## src/hw/rtl/rkx_pkg.sv

```systemverilog
`timescale 1ns / 1ps
// Shared constants for the rolling-key XOR packet scrambler.
package rkx_pkg;

   // Default sizes, overridable on the top level
   localparam int KEY_STRING_BYTES_DEF  = 1024;
   localparam int MAX_MESSAGE_BYTES_DEF = 16384;

   // Header layout
   localparam int ENCODE_HEADER_BYTES = 12;
   localparam int DECODE_HEADER_BYTES = 4;
   localparam int SEED_MIX_POS        = 4;   // encode seed also folds in this byte

   localparam int BYTE_W  = 8;
   localparam int SKIP_W  = 4;
   localparam int START_W = 5;   // holds skip + decode header

   // Key-string character substitution
   localparam logic [BYTE_W-1:0] CHAR_PERCENT = 8'h25;
   localparam logic [BYTE_W-1:0] CHAR_DOT     = 8'h2E;

   // Item opcodes
   localparam logic OP_LOAD = 1'b0;
   localparam logic OP_MSG  = 1'b1;

   // Mode register values
   localparam logic MODE_ENCODE = 1'b0;
   localparam logic MODE_DECODE = 1'b1;

   // Register indexes
   localparam int CSR_IDX_W = 1;
   localparam logic [CSR_IDX_W-1:0] CSR_MODE      = 1'b0;
   localparam logic [CSR_IDX_W-1:0] CSR_CHALLENGE = 1'b1;

endpackage

```

## src/hw/rtl/rkx_cipher_core.sv

```systemverilog
`timescale 1ns / 1ps
// Scrambler state, key draw and per-byte transform.
module rkx_cipher_core #(
   parameter int KEY_STRING_BYTES  = rkx_pkg::KEY_STRING_BYTES_DEF,
   parameter int MAX_MESSAGE_BYTES = rkx_pkg::MAX_MESSAGE_BYTES_DEF,
   localparam int IDX_W = $clog2(KEY_STRING_BYTES)
) (
   input  logic                          clock,
   input  logic                          reset,
   input  logic                          csr_wr_en,
   input  logic [rkx_pkg::CSR_IDX_W-1:0] csr_index,
   input  logic [rkx_pkg::BYTE_W-1:0]    csr_wr_data,
   input  logic                          accept,
   input  logic                          op,
   input  logic [rkx_pkg::BYTE_W-1:0]    value,
   input  logic                          first,
   input  logic [rkx_pkg::SKIP_W-1:0]    start_skip,
   output logic [rkx_pkg::BYTE_W-1:0]    res_byte,
   output logic                          mem_wr_en,
   output logic [IDX_W-1:0]              mem_wr_addr,
   output logic [rkx_pkg::BYTE_W-1:0]    mem_wr_data,
   output logic [IDX_W-1:0]              mem_rd_addr,
   input  logic [rkx_pkg::BYTE_W-1:0]    mem_rd_data,
   input  logic [rkx_pkg::BYTE_W-1:0]    mem_key0
);

   localparam int LEN_W = $clog2(KEY_STRING_BYTES + 1);
   localparam int POS_W = $clog2(MAX_MESSAGE_BYTES);
   localparam logic [LEN_W-1:0] LEN_FULL = LEN_W'(KEY_STRING_BYTES);
   localparam logic [POS_W-1:0] POS_MAX  = POS_W'(MAX_MESSAGE_BYTES - 1);

   logic                         mode_ff, mode_in;
   logic [rkx_pkg::BYTE_W-1:0]   challenge_ff, challenge_in;
   logic [LEN_W-1:0]             len_ff, len_in;
   logic [IDX_W-1:0]             idx_ff, idx_in;
   logic [rkx_pkg::BYTE_W-1:0]   key_ff, key_in;
   logic [POS_W-1:0]             pos_ff, pos_in;
   logic [rkx_pkg::START_W-1:0]  start_ff, start_in;

   logic                         is_load, is_msg, draw, wrap;
   logic [LEN_W-1:0]             load_base, idx_step;
   logic [IDX_W-1:0]             idx_next;
   logic [POS_W-1:0]             pos_cur;
   logic [rkx_pkg::START_W-1:0]  start_cur;
   logic [rkx_pkg::BYTE_W-1:0]   raw_k, k, k_shift, key_mid, key_out;

   // config registers
   always_comb begin
      mode_in      = mode_ff;
      challenge_in = challenge_ff;
      if (csr_wr_en) begin
         case (csr_index)
            rkx_pkg::CSR_MODE:      mode_in      = csr_wr_data[0];
            rkx_pkg::CSR_CHALLENGE: challenge_in = csr_wr_data;
            default: ;
         endcase
      end
   end

   always_comb begin
      is_load = accept && (op == rkx_pkg::OP_LOAD);
      is_msg  = accept && (op == rkx_pkg::OP_MSG);

      // key-string load
      load_base   = first ? '0 : len_ff;
      mem_wr_en   = is_load && (load_base < LEN_FULL);
      mem_wr_addr = load_base[IDX_W-1:0];
      mem_wr_data = value;
      if (is_load) begin
         len_in = mem_wr_en ? load_base + LEN_W'(1) : load_base;
      end else begin
         len_in = len_ff;
      end

      // message position and start
      pos_cur = first ? '0 : pos_ff;
      if (first) begin
         start_cur = (mode_ff == rkx_pkg::MODE_DECODE)
                   ? rkx_pkg::START_W'(start_skip) + rkx_pkg::START_W'(rkx_pkg::DECODE_HEADER_BYTES)
                   : rkx_pkg::START_W'(rkx_pkg::ENCODE_HEADER_BYTES);
      end else begin
         start_cur = start_ff;
      end
      // start is never below the decode header, so a first byte never draws
      draw = is_msg && (pos_cur >= POS_W'(start_cur));

      // key draw: registered read data belongs to idx_ff
      wrap  = (LEN_W'(idx_ff) >= len_ff) || (mem_rd_data == '0);
      if (len_ff == '0) begin
         raw_k = '0;
      end else begin
         raw_k = wrap ? mem_key0 : mem_rd_data;
      end
      k = (raw_k == rkx_pkg::CHAR_PERCENT) ? rkx_pkg::CHAR_DOT : raw_k;
      idx_step = wrap ? LEN_W'(1) : LEN_W'(idx_ff) + LEN_W'(1);
      idx_next = (idx_step >= LEN_FULL) ? '0 : idx_step[IDX_W-1:0];

      if (draw) begin
         idx_in = idx_next;
      end else if (is_msg && first) begin
         idx_in = '0;
      end else begin
         idx_in = idx_ff;
      end

      // running key
      if (pos_cur == '0) begin
         key_mid = challenge_ff ^ value;
      end else if ((pos_cur == POS_W'(rkx_pkg::SEED_MIX_POS)) &&
                   (mode_ff == rkx_pkg::MODE_ENCODE)) begin
         key_mid = key_ff ^ value;
      end else begin
         key_mid = key_ff;
      end
      k_shift = pos_cur[0] ? {k[rkx_pkg::BYTE_W-2:0], 1'b0} : k;
      key_out = draw ? (key_mid ^ k_shift) : key_mid;
      key_in  = is_msg ? key_out : key_ff;

      res_byte = draw ? (value ^ key_out) : value;

      // saturating position
      if (is_msg) begin
         pos_in = (pos_cur < POS_MAX) ? pos_cur + POS_W'(1) : pos_cur;
      end else begin
         pos_in = pos_ff;
      end
      start_in = is_msg ? start_cur : start_ff;
   end

   // read the entry the next draw will need
   assign mem_rd_addr = idx_in;

   always_ff @(posedge clock) begin
      if (reset) begin
         mode_ff      <= rkx_pkg::MODE_ENCODE;
         challenge_ff <= '0;
         len_ff       <= '0;
         idx_ff       <= '0;
         key_ff       <= '0;
         pos_ff       <= '0;
         start_ff     <= rkx_pkg::START_W'(rkx_pkg::ENCODE_HEADER_BYTES);
      end else begin
         mode_ff      <= mode_in;
         challenge_ff <= challenge_in;
         len_ff       <= len_in;
         idx_ff       <= idx_in;
         key_ff       <= key_in;
         pos_ff       <= pos_in;
         start_ff     <= start_in;
      end
   end

   a_idx_range: assert property (@(posedge clock) disable iff (reset)
      LEN_W'(idx_ff) < LEN_FULL)
      else $error("string index out of range");

   a_len_range: assert property (@(posedge clock) disable iff (reset)
      len_ff <= LEN_FULL)
      else $error("key string length over capacity");

   a_load_restart: assert property (@(posedge clock) disable iff (reset)
      (accept && (op == rkx_pkg::OP_LOAD) && first) |=> (len_ff == LEN_W'(1)))
      else $error("new key string did not restart length");

   a_msg_restart: assert property (@(posedge clock) disable iff (reset)
      (accept && (op == rkx_pkg::OP_MSG) && first) |=> (pos_ff == POS_W'(1)) && (idx_ff == '0))
      else $error("new message did not restart position and index");

   a_pos_sat: assert property (@(posedge clock) disable iff (reset)
      pos_ff <= POS_MAX)
      else $error("byte position past saturation");

endmodule

```

## config.mk

```make
export PLATFORM = sky130hd
export DESIGN_NAME = rkx_cipher_core
export DESIGN_NICKNAME = d
export VERILOG_FILES = /design/src/hw/rtl/rkx_pkg.sv /design/src/hw/rtl/rkx_cipher_core.sv
export SDC_FILE = /design/constraint.sdc
export NUM_CORES = 1
export LEC_CHECK = 0
export BUFFER_PORTS_ARGS = -buffer_cell sky130_fd_sc_hd__buf_2
export CORE_MARGIN = 2
export CORE_UTILIZATION = 56
export CTS_CLUSTER_DIAMETER = 40
export DETAILED_ROUTE_END_ITERATION = 16
export GPL_TIMING_DRIVEN = 0
export HOLD_SLACK_MARGIN = 0.1
export PLACE_DENSITY = 0.81
export SYNTH_ARGS = -nofsm -noshare
export SYNTH_HDL_FRONTEND = slang
export SYNTH_SLANG_ARGS = --single-unit
```

## constraint.sdc

```tcl
create_clock -name clock -period 3.85 [get_ports clock]
set_input_delay 0 -clock clock [delete_from_list [all_inputs] [get_ports clock]]
set_output_delay 0 -clock clock [all_outputs]
set_load 0.02 [all_outputs]
```

==> run_results.csv <==
group,metric,value,unit
floorplan,initial_core_util,58.3,%
clocking,htreeDepth,3,
clocking,clockBufferDepth,2,
drt,wl_met1,5.35,mm
clocking,numClockSinks,57,
sta,maxSlewViolCount,0,
logic_synthesis,syn_inst,565,
drt,drt_first_pass_iters,5,
drt,wl_met2,5.93,mm
placed_design,io_buffers,77,
clocking,clk_pin_slew_worst_paths,0.07,ns
sta,relSlewSlack,48.8,%
logic_synthesis,synth_cell_types,65,
final_layout,area_growth,21.0,%
clocking,cts_buffers,9,
drt,wirelength,13.1,mm
critical_path,cp-end-kind,"output pin",
power,ir_drop,0.204,mV
critical_path,start_kind,"flop",
placed_design,hpwlAfterDp,9.46,mm
logic_synthesis,postSynthAreaPerCell,7.52,sq um
clocking,cts_setup_buffers,0,
logic_synthesis,synth_area,4250,sq um
drt,vias_per_cell,6.11,
floorplan,rows,31,
clocking,cts-root-buf,"clkbuf_8",
sta,fin_crit_sh,90.4,%
final_layout,fin_cells,776,
global_route,antenna_found_initial,0,
floorplan,design.core.area,7290,sq um
floorplan,die_area,8300,sq um
drt,vias,4744,
logic_synthesis,seq_area_frac_synth,26.9,%
logic_synthesis,synth_async_sr_flop_share,0,%
critical_path,cp_max_fo,10,
global_route,grt_pass1_vias,4514,
clocking,cts_tree,"built",
drt,drt_iter0_drc,394,
global_route,grt_max_degree,12,
sta,setup_viol_count_final,0,
critical_path,arrival,3.48,ns
power,power.density,266,nW/um^2
floorplan,ioPinCount,80,
placed_design,place_inst,741,
sta,min_period,3.48,ns
sta,worst-slew-pin-transition,0.768,ns
placed_design,place_congestion,1.01,
global_route,grt_pass1_wl,21.2,mm
drt,routedWlPerCell,16.8,um
floorplan,die_x,91.1,um
drt,postRouteAntennaNets,0,
logic_synthesis,synth-edff-count,0,
sta,clock.fmax,287,MHz
critical_path,crit_type,"reg2out",
global_route,grt.total_usage,31.6,%
final_layout,final_layout_size_suffix_gt1_share,18.9,%
run,cap_violations,0,
clocking,clkLatencyLatePin,0.35,ns
drt,routed-wl-met3,1.23,mm
logic_synthesis,ys_ff_latch,57,
sta,worst_clock_skew,0.0163,ns
min_path,worstHoldPathType,"in2reg",
sta,finalHoldViolations,0,
power,power.leakage,2.18,nW
status,status,"completed",
drt,post-route-drc-count,0,
final_layout,diodes,0,
sta,rsz0062_at_grt,"no",
final_layout,postLayoutCoreUtil,70.5,%
floorplan,die_h,91.1,um
final_layout,nets,736,
logic_synthesis,ys_warn_count,0,
global_route,gr-total-overflow,0,
logic_synthesis,syn-num-nets,628,
logic_synthesis,synthFlopType,"dfxtp_1",
critical_path,required,3.85,ns
drt,top_layer,"met4",
metrics by stage:
| step | area (sq um) | TNS [ns] | hold slack, ns | power [mW] | setup slack, ns |
|---|---|---|---|---|---|
| floorplan | 4250 | 0 | 0.113 | 0.772 | 0.744 |
| global placement | 4760 | -1.58 | 0.256 | 0.847 | -0.131 |
| detailed placement | 4760 | -2.05 | 0.264 | 0.854 | -0.166 |
| CTS | 5120 | 0 | 0.104 | 1.35 | 0.0938 |
| global route | 5140 | 0 | 0.162 | 1.41 | 0.0556 |
| finish | 5140 | 0 | 0.124 | 1.37 | 0.368 |
path summary, 6_finish.rpt:
path / startpoint / endpoint / slack [ns] / depth (start not counted)
max reg2reg: pos_ff[2] / idx_ff[9] / 0.74 / 12
min reg2reg: start_ff[4] / start_ff[4] / 0.46 / 2
min: csr_wr_en / challenge_ff[3] / 0.12 / 4
max: pos_ff[2] / mem_rd_addr[4] / 0.37 / 14
cells in the final DEF, fill, tap and decap left out, types with 9 or more instances in the layout:
cell / instances
a211oi_1: 9
a21oi_1: 44
and3_1: 18
buf_2: 77
clkbuf_1: 14
clkbuf_8: 10
dfxtp_1: 57
dlygate4sd3_1: 20
ha_1: 20
inv_1: 21
nand2_1: 74
nand3_1: 27
nor2_1: 56
nor2b_1: 14
nor3_1: 12
o21ai_0: 31
xnor2_1: 27
xor2_1: 15
Yosys cell counts, drive strengths merged (5+ instances only):
master	n	area, sq um
nand2	75	284
dfxtp	57	1140
nor2	57	216
a21oi	44	220
o21ai	36	180
nand3	27	135
xnor2	27	236
inv	21	78.8
clkbuf	20	76.3
ha	20	250
and3	18	113
xor2	15	131
nor2b	14	87.6
nor3	14	75.1
buf	10	67.6
nor4	10	83.8
a211oi	9	67.6
nand2b	6	37.5
nand3b	6	45.0
or3	6	37.5
a31oi	5	31.3
and2	5	31.3
mux2i	5	50.1
nor3b	5	42.5
worst max-delay path, stage by stage, from the launching register on:
cell and delay [ns]:
dfxtp_1 0.38, nand2b_1 0.18, clkbuf_2 0.32, inv_1 0.08
ha_1 0.30, a21o_1 0.11, a31oi_1 0.04, o21ai_1 0.35
o21a_1 0.30, clkbuf_2 0.28, nand3_1 0.25, o21ai_0 0.22
nand2_1 0.10, nand2_1 0.07, buf_2 0.16
cell type report:
type,instances,area [sq um]
Multi-Input combinational cell,457,2900
Fill cell,627,2150
Sequential cell,57,1140
Timing Repair Buffer,97,586
Buffer,30,151
Clock buffer,11,141
Tap cell,99,124
Inverter,21,78.8
Clock inverter,4,20.0
power by group:
part           switching, mW  internal (mW)
sequential            0.0110          0.603
combinational          0.148          0.104
clock                  0.258          0.243
flip-flops by register name, indices dropped and copies added, names as in the netlist:
register	cells
key_ff	8
pos_ff	14
challenge_ff	8
idx_ff	10
mode_ff	1
len_ff	11
start_ff	5
layer usage:
layer	GRT usage, %	up-vias
met2	48.8	270
met5	0	-
met4	15.7	0
met3	7.80	55
li1	-	2209
met1	41.0	2210
repair_timing:
item | CTS | global route
resized for setup | 2 | 13
hold buffers | 20 | 0
endpoints found under the hold margin | 18 | 0
endpoints found under the setup margin | 7 | 13
cells by family (layout without fill, tap and decap cells):
kind of cell | Yosys count | in the layout | share of synthesized area (%)
adder cells (fa/ha/maj) | 20 | 20 | 5.89
AND/OR/NAND/NOR | 258 | 258 | 31.5
AO/OA/AOI/OAI | 128 | 128 | 18.8
multiplexers | 9 | 9 | 3.03
flip-flops | 57 | 57 | 26.9
buffers and inverters | 51 | 163 | 5.24
XOR/XNOR | 42 | 42 | 8.66
Note: power is estimated with default switching activity, not from simulation.
